<file path="src/rtl/core/dbam_pkg.sv">
// shared types and constants for the debounced button arm and mode menu
`timescale 1ns / 1ps

package dbam_pkg;

  localparam int unsigned NumButtons = 4;
  localparam int unsigned DebounceW  = 16;

  localparam logic [DebounceW-1:0] DebounceReset = 16'd35;

  // button lane order, also the bit order of the press flags
  localparam int unsigned BtnUp    = 0;
  localparam int unsigned BtnDown  = 1;
  localparam int unsigned BtnEnter = 2;
  localparam int unsigned BtnBack  = 3;

  typedef enum logic [1:0] {
    SCR_STATUS = 2'd0,
    SCR_MAIN   = 2'd1,
    SCR_ARM    = 2'd2,
    SCR_MODE   = 2'd3
  } screen_e;

  typedef enum logic [1:0] {
    DRV_RADIO  = 2'd0,
    DRV_STICK  = 2'd1,
    DRV_TILT   = 2'd2,
    DRV_SPEECH = 2'd3
  } drive_mode_e;

  localparam logic MainCurArm    = 1'b0;
  localparam logic ArmChoiceArm  = 1'b0;
  localparam logic ArmChoiceOff  = 1'b1;

  typedef logic [NumButtons-1:0] press_t;

  typedef struct packed {
    screen_e     screen;
    logic        main_cursor;
    logic        arm_choice;
    drive_mode_e mode_choice;
    logic        armed;
    drive_mode_e drive_mode;
    logic        stop;
  } menu_view_t;

endpackage

</file>
<file path="src/rtl/core/dbam_lane.sv">
// one debounce lane: stable level, edge time and press detection for one button
`timescale 1ns / 1ps

module dbam_lane #(
  parameter int unsigned TIME_BITS = 32
) (
  input  logic                           clk_i,
  input  logic                           rst_ni,
  input  logic                           step_i,
  input  logic                           raw_i,
  input  logic [TIME_BITS-1:0]           now_i,
  input  logic [dbam_pkg::DebounceW-1:0] debounce_ms_i,
  output logic                           press_o
);
  import dbam_pkg::*;

  localparam int unsigned CmpW = (TIME_BITS > DebounceW) ? TIME_BITS : DebounceW;

  logic                 stable_q, stable_d;
  logic [TIME_BITS-1:0] edge_q, edge_d;
  logic [TIME_BITS-1:0] elapsed;
  logic                 settled;

  // modulo 2^TIME_BITS distance since the last agreeing sample
  assign elapsed = now_i - edge_q;
  assign settled = CmpW'(elapsed) >= CmpW'(debounce_ms_i);

  always_comb begin
    stable_d = stable_q;
    edge_d   = edge_q;
    press_o  = 1'b0;
    if (raw_i != stable_q) begin
      if (settled) begin
        stable_d = raw_i;
        edge_d   = now_i;
        press_o  = stable_q & ~raw_i;
      end
    end else begin
      edge_d = now_i;
    end
  end

  always_ff @(posedge clk_i or negedge rst_ni) begin
    if (!rst_ni) begin
      stable_q <= 1'b1;
      edge_q   <= '0;
    end else if (step_i) begin
      stable_q <= stable_d;
      edge_q   <= edge_d;
    end
  end

endmodule

</file>
<file path="src/rtl/core/dbam_menu.sv">
// merging stage: menu screen state machine driven by the lanes' presses
`timescale 1ns / 1ps

module dbam_menu (
  input  logic                 clk_i,
  input  logic                 rst_ni,
  input  logic                 step_i,
  input  dbam_pkg::press_t     press_i,
  output dbam_pkg::menu_view_t view_o
);
  import dbam_pkg::*;

  screen_e     screen_q, screen_d;
  logic        main_cur_q, main_cur_d;
  logic        arm_choice_q, arm_choice_d;
  drive_mode_e mode_choice_q, mode_choice_d;
  logic        armed_q, armed_d;
  drive_mode_e drive_mode_q, drive_mode_d;
  logic        stop;

  logic        up, down, enter, back;
  logic        main_cur_mv;
  logic        arm_choice_mv;
  logic [1:0]  mode_choice_mv;

  assign up    = press_i[BtnUp];
  assign down  = press_i[BtnDown];
  assign enter = press_i[BtnEnter];
  assign back  = press_i[BtnBack];

  // cursors after up and down, before enter is looked at
  assign main_cur_mv    = main_cur_q ^ up ^ down;
  assign arm_choice_mv  = arm_choice_q ^ (up | down);
  assign mode_choice_mv = 2'(mode_choice_q) - {1'b0, up} + {1'b0, down};

  // next screen
  always_comb begin
    screen_d = screen_q;
    case (screen_q)
      SCR_STATUS: begin
        if (enter) screen_d = SCR_MAIN;
      end
      SCR_MAIN: begin
        if (back) begin
          screen_d = SCR_STATUS;
        end else if (enter) begin
          screen_d = (main_cur_mv == MainCurArm) ? SCR_ARM : SCR_MODE;
        end
      end
      SCR_ARM, SCR_MODE: begin
        if (back) begin
          screen_d = SCR_MAIN;
        end else if (enter) begin
          screen_d = SCR_STATUS;
        end
      end
      default: screen_d = SCR_STATUS;
    endcase
  end

  // cursors, arm flag, drive mode and stop
  always_comb begin
    main_cur_d    = main_cur_q;
    arm_choice_d  = arm_choice_q;
    mode_choice_d = mode_choice_q;
    armed_d       = armed_q;
    drive_mode_d  = drive_mode_q;
    stop          = 1'b0;
    case (screen_q)
      SCR_STATUS: begin
        if (enter) main_cur_d = MainCurArm;
      end
      SCR_MAIN: begin
        if (!back) begin
          main_cur_d = main_cur_mv;
          if (enter) begin
            if (main_cur_mv == MainCurArm) begin
              arm_choice_d = armed_q ? ArmChoiceArm : ArmChoiceOff;
            end else begin
              mode_choice_d = drive_mode_q;
            end
          end
        end
      end
      SCR_ARM: begin
        if (!back) begin
          arm_choice_d = arm_choice_mv;
          if (enter) begin
            armed_d = (arm_choice_mv == ArmChoiceArm);
            stop    = 1'b1;
          end
        end
      end
      SCR_MODE: begin
        if (!back) begin
          mode_choice_d = drive_mode_e'(mode_choice_mv);
          if (enter) begin
            drive_mode_d = drive_mode_e'(mode_choice_mv);
            stop         = 1'b1;
          end
        end
      end
      default: stop = 1'b0;
    endcase
  end

  always_ff @(posedge clk_i or negedge rst_ni) begin
    if (!rst_ni) begin
      screen_q      <= SCR_STATUS;
      main_cur_q    <= MainCurArm;
      arm_choice_q  <= ArmChoiceOff;
      mode_choice_q <= DRV_STICK;
      armed_q       <= 1'b0;
      drive_mode_q  <= DRV_STICK;
    end else if (step_i) begin
      screen_q      <= screen_d;
      main_cur_q    <= main_cur_d;
      arm_choice_q  <= arm_choice_d;
      mode_choice_q <= mode_choice_d;
      armed_q       <= armed_d;
      drive_mode_q  <= drive_mode_d;
    end
  end

  assign view_o = '{
    screen:      screen_d,
    main_cursor: main_cur_d,
    arm_choice:  arm_choice_d,
    mode_choice: mode_choice_d,
    armed:       armed_d,
    drive_mode:  drive_mode_d,
    stop:        stop
  };

endmodule

</file>
<file path="src/rtl/core/debounced_button_arm_mode_menu.sv">
// Debounced four-button menu controller with arm and drive mode selection.
// Input channel (in_valid_i / in_stall_o): one poll tick per item, with four
// raw active-low button levels and the millisecond time of the poll.
// Output channel (out_valid_o / out_stall_i): one result item per tick with
// the screen, cursors, armed flag, drive mode, stop pulse and press flags.
// Four debounce lanes work on the buttons of a tick side by side; the menu
// state machine merges their presses in the same cycle.
// The result is registered and is valid the cycle after the tick is accepted.
// Throughput: one tick per cycle while the held result is not stalled.
// An output register holds the result; a new tick is taken whenever that
// register is empty or being read in the same cycle, so a stalled receiver
// holds the result steady and stalls the sender only while it stalls.
// cfg_we_i writes debounce_ms from the 16-bit cfg_wdata_i; write only while
// no tick is in flight.
// Reset: debounce_ms 35, all buttons released with edge time 0, status
// screen, disarmed, joystick mode, output register empty.
`timescale 1ns / 1ps

module debounced_button_arm_mode_menu #(
  parameter int unsigned TIME_BITS = 32
) (
  input  logic        clk_i,
  input  logic        rst_ni,
  input  logic        cfg_we_i,
  input  logic [15:0] cfg_wdata_i,
  input  logic        in_valid_i,
  output logic        in_stall_o,
  input  logic        raw_up_i,
  input  logic        raw_down_i,
  input  logic        raw_enter_i,
  input  logic        raw_back_i,
  input  logic [31:0] now_ms_i,
  output logic        out_valid_o,
  input  logic        out_stall_i,
  output logic [1:0]  cur_screen_o,
  output logic        cur_main_cursor_o,
  output logic        cur_arm_choice_o,
  output logic [1:0]  cur_mode_choice_o,
  output logic        is_armed_o,
  output logic [1:0]  selected_mode_o,
  output logic        stop_pulse_o,
  output logic [3:0]  press_flags_o
);
  import dbam_pkg::*;

  logic [DebounceW-1:0] debounce_q;
  logic [TIME_BITS-1:0] now_t;
  logic [NumButtons-1:0] raw;
  press_t               press;
  menu_view_t           view;
  logic                 step;
  logic                 out_valid_q;
  menu_view_t           view_q;
  press_t               press_q;

  always_ff @(posedge clk_i or negedge rst_ni) begin
    if (!rst_ni) begin
      debounce_q <= DebounceReset;
    end else if (cfg_we_i) begin
      debounce_q <= cfg_wdata_i;
    end
  end

  assign in_stall_o = out_valid_q & out_stall_i;
  assign step       = in_valid_i & ~in_stall_o;
  assign now_t      = TIME_BITS'(now_ms_i);

  assign raw[BtnUp]    = raw_up_i;
  assign raw[BtnDown]  = raw_down_i;
  assign raw[BtnEnter] = raw_enter_i;
  assign raw[BtnBack]  = raw_back_i;

  for (genvar g = 0; g < NumButtons; g++) begin : g_lane
    dbam_lane #(
      .TIME_BITS(TIME_BITS)
    ) u_lane (
      .clk_i        (clk_i),
      .rst_ni       (rst_ni),
      .step_i       (step),
      .raw_i        (raw[g]),
      .now_i        (now_t),
      .debounce_ms_i(debounce_q),
      .press_o      (press[g])
    );
  end

  dbam_menu u_menu (
    .clk_i  (clk_i),
    .rst_ni (rst_ni),
    .step_i (step),
    .press_i(press),
    .view_o (view)
  );

  always_ff @(posedge clk_i or negedge rst_ni) begin
    if (!rst_ni) begin
      out_valid_q <= 1'b0;
    end else if (!in_stall_o) begin
      out_valid_q <= in_valid_i;
    end
  end

  always_ff @(posedge clk_i) begin
    if (step) begin
      view_q  <= view;
      press_q <= press;
    end
  end

  assign out_valid_o       = out_valid_q;
  assign cur_screen_o      = view_q.screen;
  assign cur_main_cursor_o = view_q.main_cursor;
  assign cur_arm_choice_o  = view_q.arm_choice;
  assign cur_mode_choice_o = view_q.mode_choice;
  assign is_armed_o        = view_q.armed;
  assign selected_mode_o   = view_q.drive_mode;
  assign stop_pulse_o      = view_q.stop;
  assign press_flags_o     = press_q;

endmodule

</file>
<file path="config.mk">
export PLATFORM = sky130hd
export DESIGN_NAME = debounced_button_arm_mode_menu
export DESIGN_NICKNAME = d
export VERILOG_FILES = /design/src/rtl/core/dbam_pkg.sv /design/src/rtl/core/dbam_lane.sv /design/src/rtl/core/dbam_menu.sv /design/src/rtl/core/debounced_button_arm_mode_menu.sv
export SDC_FILE = /design/constraint.sdc
export NUM_CORES = 1
export LEC_CHECK = 0
export ABC_AREA = 1
export BUFFER_PORTS_ARGS = -buffer_cell sky130_fd_sc_hd__buf_2
export CAP_MARGIN = 20
export CORE_ASPECT_RATIO = 1.1
export CORE_MARGIN = 4
export CORE_UTILIZATION = 25
export DETAILED_ROUTE_END_ITERATION = 6
export PLACE_DENSITY = 0.36
export SKIP_LAST_GASP = 1
export SLEW_MARGIN = 20
export SYNTH_ARGS = -nofsm -noshare
export SYNTH_HDL_FRONTEND = slang
export SYNTH_SLANG_ARGS = --single-unit
</file>
<file path="constraint.sdc">
create_clock -name clk_i -period 4.05 [get_ports clk_i]
set_input_delay 0.405 -clock clk_i [delete_from_list [all_inputs] [get_ports clk_i]]
set_output_delay 0.405 -clock clk_i [all_outputs]
set_load 0.05 [all_outputs]
</file>
==> results of run 1 <==
## through the flow
stage | hold WS, ns | power, W | utilization (%) | area [um2] | setup TNS [ns]
detailed placement | 0.383 | 0.00770 | 31.0 | 22300 | -28.43
global route | 0.113 | 0.0106 | 33.2 | 23900 | -1.30
floorplan | 0.109 | 0.00546 | - | 18200 | 0
CTS | 0.0879 | 0.00952 | 32.1 | 23100 | -0.133
finish | 0.131 | 0.00970 | 33.2 | 23900 | -0.0140
global placement | 0.380 | 0.00767 | 31.0 | 22300 | -27.16
## layout by cell type (no fill, tap or decap), types with 6 or more instances in the layout
cell,Yosys,layout
nand4_1,42,42
edfxtp_1,14,14
nand3_2,5,14
nand3b_1,14,14
nand3_1,152,141
nand2_2,12,44
nand2_1,1068,1033
buf_12,0,8
nor2_1,209,191
xor2_1,59,53
a21oi_2,2,15
clkbuf_16,0,19
xor2_2,0,6
inv_1,594,578
buf_4,3,355
nor3_1,20,18
buf_2,11,71
o21ai_0,181,174
inv_2,3,19
a21oi_1,124,111
ha_1,198,164
and2_1,10,10
dfstp_2,10,10
o21ai_1,3,9
dfrtp_1,148,148
ha_4,0,29
nor2_2,14,27
o21bai_1,10,9
## power breakdown
group | internal [W] | switching (W) | total (W)
Combinational | 0.00238 | 0.00346 | 0.00584
Clock | 0.000848 | 0.000794 | 0.00164
Sequential | 0.00205 | 0.000170 | 0.00222
Total | 0.00528 | 0.00442 | 0.00970
## layer usage
layer	share of wire, %	vias to the layer above	wire (um)
met3	2.3	70	1810
met2	48	224	37300
li1	-	10083	-
met4	2.6	0	2010
met5	0	-	0
met1	47	9049	36600
## critical path, delay by kind of cell (launching register included)
kind | cells | cell delay (ns)
flip-flops | 1 | 0.42
buffers and inverters | 4 | 0.29
adder cells (fa/ha/maj) | 4 | 0.92
XOR/XNOR | 2 | 0.32
AND/OR/NAND/NOR | 14 | 1.22
AO/OA/AOI/OAI | 6 | 0.66
## repair_timing
item	in CTS	in global routing
hold buffers	1	0
endpoints found under the setup margin	51	103
gates resized for setup	42	129
buffers inserted	5	16
endpoints found under the hold margin	42	0
cloned	0	3
pin swaps	19	69
## flip-flops by register name, indices dropped and copies added, names as in the netlist
signal	count
out_valid_o	1
u_menu.armed_q	1
u_menu.arm_choice_q	1
cur_mode_choice_o	2
debounce_q	16
cur_screen_o	2
cur_main_cursor_o	1
stop_pulse_o	1
u_menu.drive_mode_q	2
u_menu.mode_choice_q	2
is_armed_o	1
g_lane.u_lane.edge_q	128
g_lane.u_lane.stable_q	4
cur_arm_choice_o	1
selected_mode_o	2
u_menu.main_cur_q	1
u_menu.screen_q	2
press_flags_o	4
## layout make-up
| type | instances | area (um2) |
|---|---|---|
| diodes | 2 | 5.00 |
| clock buffers | 19 | 433 |
| clock inverters | 13 | 118 |
| fillers | 8026 | 48000 |
| inverters | 598 | 2250 |
| multi-input cells | 2171 | 12200 |
| flip-flops and latches | 172 | 4390 |
| well taps | 945 | 1180 |
| repair buffers | 442 | 3300 |
## logic make-up (layout without fill, tap and decap cells)
logic type | Yosys count | after routing | share of synthesized area (%)
AND/OR/NAND/NOR | 1565 | 1565 | 35.6
buffers and inverters | 629 | 1072 | 13.2
AO/OA/AOI/OAI | 339 | 339 | 9.85
adder cells (fa/ha/maj) | 202 | 202 | 14.1
flip-flops | 172 | 172 | 24.1
XOR/XNOR | 64 | 64 | 3.08
multiplexers | 1 | 1 | 0.0620
other | 0 | 2 | 0
## worst max-delay path by stage
stage,from,slack (ns),to
finish,g_lane[0].u_lane.edge_q[8]$_DFFE_PN0P_,-0.01,cur_mode_choice_o[1]$_DFFE_PP_
global route,g_lane[0].u_lane.edge_q[0]$_DFFE_PN0P_,-0.29,cur_mode_choice_o[1]$_DFFE_PP_
CTS,g_lane[0].u_lane.edge_q[0]$_DFFE_PN0P_,-0.08,cur_mode_choice_o[1]$_DFFE_PP_
detailed placement,now_ms_i[0],-0.50,cur_mode_choice_o[1]$_DFFE_PP_
global placement,now_ms_i[0],-0.59,cur_mode_choice_o[1]$_DFFE_PP_
floorplan,now_ms_i[0],0.14,cur_mode_choice_o[1]$_DFFE_PP_
==> metrics.yaml, run 1 <==
die_area_mm2: 0.0771
violations: "setup timing"
synth_top_area_share_pct: 22.1
hold_end: "debounce_q[12]$_DFFE_PN0P_"
cp.arrival_ns: 4.30
wl_per_cell_um: 17.8
antenna_found_initial: 2
dp_cells: 4304
fin_crit_sh_pct: 100
pin_count: 73
vias: 19426
initial_core_util_pct: 25.3
cp.required_ns: 4.29
fin_skew_ns: 0.0154
min_path_cells: 3
critPathMaxStageDelay_ns: 0.42
hpwl_um: 66300
clk_path_buf_depth: 2
syn_to_final_growth_pct: 31.4
min_path_type: "in -> reg"
r2r_cells: 30
ys_dominant_reg_cell: "dfrtp_1"
critical_path_class: "reg -> reg"
final_cells: 4362
yosys_warnings: 0
synth_area_leader_cell: "nand2_1"
drc_errors: 0
synth_commonest_cells: "1068 x nand2_1, 594 x inv_1, 209 x nor2_1"
cts-root-buf: "clkbuf_16"
grt_max_degree: 114
drtPass1Iterations: 5
post-route-min-period_ns: 4.06
ant_nets: 0
insertion_delay_ns: 0.49
yosysMostFrequentCell: "nand2_1"
dieWidth_um: 265
rows: 103
fmax_mhz: 246
r2r-start: "g_lane[0].u_lane.edge_q[8]$_DFFE_PN0P_"
synth-async-reset-ratio_pct: 91.9
hold_viol: 0
synth_edf_count: 14
min-delay-start: "cfg_wdata_i[12]"
num-nets-final: 3661
synth_fp_nets: 3231
seq_area_frac_synth_pct: 24.1
htreeDepth: 4
rrSetupSlack_ns: -0.01
synth_area_mm2: 0.0182
cts_tree: "built"
chipHeight_um: 291
first_global_vias: 19862
grt_pass1_wl_um: 116000
worst_pin_slew_ns: 0.784
use_met3_pct: 2.23
wl_um: 77700
drt_iter0_markers: 916
gr-usage-met1_pct: 26.1
grtUsageTotal_pct: 19.8
cts_made_buffers: 17
core_mm2: 0.0719
yosysUniqueCellTypes: 52
cpMostUsedCell: "nand2_1"
path_max_fanout: 4
worst_setup_path_end_kind: "register"
cts_sinks: 172
syn_inst: 2972
status: "finished, violations left"
ys_ff_latch: 172
cellPowerDensity_mw_per_mm2: 406
io_buffers: 72
gp_congestion: 0.914
top_usage_layer: "met2"
max-cap-violations: 0
post_drt_via_cell_ratio: 4.45
timing.rr.end: "cur_mode_choice_o[1]$_DFFE_PP_"
maxSlewViolCount: 0
setup_violations: 1
p_leak_nw: 13.3
start_kind: "register"
clk_pin_slew_ns: 0.07
crit_slowest_cell: "dfrtp_1"
use_met2_pct: 34.2
grt_overflow: 0
yosys-top-cells-area: "nand2_1 22%, dfrtp_1 20%, ha_1 14%"
fin_ws_ns: -0.0140
synth.avg_cell_area_um2: 6.11
rsz0062_at_grt: "yes"
drive_gt1_share_pct: 19.9
relSlewSlack_pct: 47.7
place_ws_ns: -0.504
peakVddDrop_mv: 0.313
Note: power is estimated with default switching activity, not from simulation.
==> inputs of run 2 (changes only) <==
- BUFFER_PORTS_ARGS: -buffer_cell sky130_fd_sc_hd__buf_2 -> -buffer_cell sky130_fd_sc_hd__buf_4
- CORE_MARGIN: 4 -> 1.5
- CORE_UTILIZATION: 25 -> 60
- PLACE_DENSITY: 0.36 -> 0.75
==> run 2 against run 1 <==
Effect of this change:
- the run still ends with setup timing left
- sequential cell count unchanged
- register-to-register slack got worse by 0.36 ns
- cell area decreased by 8.0%
- critical path depth decreased by 1
- largest cell class unchanged
- global-route usage increased by 22 points
- sequential share of layout area increased by 1.6 points
- worst setup slack got worse by 0.36 ns
- core utilization increased by 41 points
==> metrics.yaml, run 2 (synthesized netlist as in run 1, its figures left out) <==
power_switching_w: 0.00452  # was 0.00442 W
finish.utilization_pct: 74.0  # was 33.2%
rows: 66  # was 103
drc_errors: 0  # unchanged
status: "finished, violations left"  # unchanged
post_drt_via_cell_ratio: 5.75  # was 4.45
critPathCapture: "cur_mode_choice_o[1]$_DFFE_PP_"  # unchanged
chipHeight_um: 186  # was 291 um
cts-root-buf: "clkbuf_16"  # unchanged
p_sw_share_pct: 47.5  # was 45.6%
max-cap-violations: 0  # unchanged
fmax_mhz: 226  # was 246 MHz
pwr-share-comb_pct: 58.8  # was 60.2%
timing.rr.end: "cur_mode_choice_o[1]$_DFFE_PP_"  # unchanged
peakVddDrop_mv: 0.329  # was 0.313 mV
p_int_w: 0.00499  # was 0.00528 W
drt_iter0_markers: 2507  # was 916
final_cell_area_mm2: 0.0220  # was 0.0239 mm2
cts_tree: "built"  # unchanged
p_seq_share_pct: 23.5  # was 22.9%
worst_setup_path_end_kind: "register"  # unchanged
pin_count: 73  # unchanged
initial_core_util_pct: 61.3  # was 25.3%
cpMostUsedCell: "nand2_1"  # unchanged
core_mm2: 0.0296  # was 0.0719 mm2
worst_pin_slew_ns: 0.755  # was 0.784 ns
cts_made_buffers: 17  # unchanged
clk_pin_slew_ns: 0.08  # was 0.07 ns
wl_um: 67400  # was 77700 um
drive_gt1_share_pct: 15.3  # was 19.9%
fin_skew_ns: 0.0145  # was 0.0154 ns
r2r-start: "g_lane[0].u_lane.edge_q[4]$_DFFE_PN0P_"  # was g_lane[0].u_lane.edge_q[8]$_DFFE_PN0P_
rrSetupSlack_ns: -0.37  # was -0.01 ns
final_common_cell: "nand2_1"  # unchanged
crit_slowest_cell: "dfrtp_1"  # unchanged
fillers: 2352  # was 8026
setup_violations: 9  # was 1
top_regs: "g_lane.u_lane.edge_q x128, debounce_q x16"  # unchanged
syn_to_final_growth_pct: 20.8  # was 31.4%
fin_crit_sh_pct: 109  # was 100%
maxSlewViolCount: 0  # unchanged
cts_sinks: 172  # unchanged
r2r_cells: 29  # was 30
critPathMaxStageDelay_ns: 0.40  # was 0.42 ns
grt_overflow: 0  # unchanged
grt_max_degree: 87  # was 114
relSlewSlack_pct: 49.6  # was 47.7%
regMostFlops: "g_lane.u_lane.edge_q"  # unchanged
crit_path_start: "g_lane[0].u_lane.edge_q[4]$_DFFE_PN0P_"  # was g_lane[0].u_lane.edge_q[8]$_DFFE_PN0P_
num-nets-final: 3516  # was 3661
die_area_mm2: 0.0313  # was 0.0771 mm2
drtPass1Iterations: 6  # was 5
post-route-min-period_ns: 4.42  # was 4.06 ns
violations: "setup timing"  # unchanged
cp.arrival_ns: 4.66  # was 4.30 ns
dieWidth_um: 169  # was 265 um
hold_viol: 0  # unchanged
clk_path_buf_depth: 2  # unchanged
gp_congestion: 1.01  # was 0.914
p_leak_nw: 12.6  # was 13.3 nW
htreeDepth: 4  # unchanged
vias: 20976  # was 19426
largest_reg_flops: 128  # unchanged
critical_path_class: "reg -> reg"  # unchanged
first_global_vias: 19831  # was 19862
path_max_fanout: 4  # unchanged
grtUsageTotal_pct: 41.9  # was 19.8%
final_cell_mix: "1040 x nand2_1, 580 x inv_1, 288 x buf_4"  # was 1033 x nand2_1, 578 x inv_1, 355 x buf_4
fin_ws_ns: -0.369  # was -0.0140 ns
placed_area_mm2: 0.0207  # was 0.0223 mm2
insertion_delay_ns: 0.48  # was 0.49 ns
grt_pass1_wl_um: 100000  # was 116000 um
start_kind: "register"  # unchanged
min_path_type: "in -> reg"  # unchanged
cellPowerDensity_mw_per_mm2: 433  # was 406 mW/mm2
antenna_found_initial: 4  # was 2
cp.required_ns: 4.29  # about the same
hold_slack_ns: 0.133  # was 0.131 ns
power.share.clock_pct: 17.7  # was 16.9%
ant_nets: 0  # unchanged
rsz0062_at_grt: "yes"  # unchanged
wl_per_cell_um: 18.5  # was 17.8 um
min_path_cells: 3  # unchanged
hpwl_um: 52000  # was 66300 um
io_buffers: 72  # unchanged
==> run 2: worst min path at each step <==
| stage | start | slack, ns | end |
|---|---|---|---|
| after CTS | out_stall_i | 0.12 | out_valid_o$_DFFE_PN0N_ |
| final | out_stall_i | 0.13 | out_valid_o$_DFFE_PN0N_ |
| after global placement | u_menu.mode_choice_q[0]$_DFFE_PN1P_ | 0.46 | u_menu.mode_choice_q[0]$_DFFE_PN1P_ |
| after global routing | cfg_wdata_i[5] | 0.15 | debounce_q[5]$_DFFE_PN1P_ |
| after detailed placement | u_menu.mode_choice_q[0]$_DFFE_PN1P_ | 0.47 | u_menu.mode_choice_q[0]$_DFFE_PN1P_ |
| after floorplan | rst_ni | 0.11 | debounce_q[10]$_DFFE_PN0P_ |
==> run 2: layout make-up <==
type / count / area [um2] / area share, %
diodes: 2 / 5.00 / 0.0228
multi-input cells: 2171 / 12000 / 54.5
inverters: 598 / 2250 / 10.2
repair buffers: 297 / 2310 / 10.5
flip-flops and latches: 172 / 4390 / 20.0
clock inverters: 15 / 144 / 0.655
well taps: 374 / 468 / 2.13
clock buffers: 17 / 425 / 1.94
==> run 2: metal layers <==
metal  global-route usage [%]  wire, um  up-vias
li1                         -         -     9810
met1                     48.6     25200     9649
met2                     71.6     31000     1134
met3                     9.50      6630      379
met4                     23.3      4610        4
met5                        0        31        -
==> run 2: timing repair <==
action,CTS,global route
buffers inserted,7,10
endpoints found under the setup margin,8,76
gates resized for setup,35,89
hold endpoints to repair,53,0
pin swaps,13,53
hold buffers,1,0
==> run 2: power by group through the flow <==
stage / logic, W / clock network (W) / registers [W]
after global routing: 0.00611 / 0.00174 / 0.00226
after global placement: 0.00480 / 0 / 0.00224
after detailed placement: 0.00497 / 0 / 0.00225
after CTS: 0.00513 / 0.00168 / 0.00223
final: 0.00559 / 0.00168 / 0.00224
after floorplan: 0.00316 / 0 / 0.00230
==> run 2: stage by stage <==
step	instances	power [W]	TNS [ns]	setup WS, ns
after floorplan	2972	0.00546	0	0.142
after global placement	3594	0.00704	-0.850	-0.199
after detailed placement	3594	0.00722	-4.09	-0.324
after CTS	3634	0.00903	-0.0115	-0.0115
after global routing	3644	0.0101	-3.78	-0.512
final	3646	0.00951	-1.64	-0.369
==> run 2: worst max-delay path: cells and delay by family, from the launching register on <==
kind | cells | cell delay, ns
xor+xnor | 3 | 0.66
compound gates | 4 | 0.58
fa+ha+maj | 3 | 0.72
simple gates | 16 | 1.54
buf+inv | 3 | 0.28
flops | 1 | 0.40
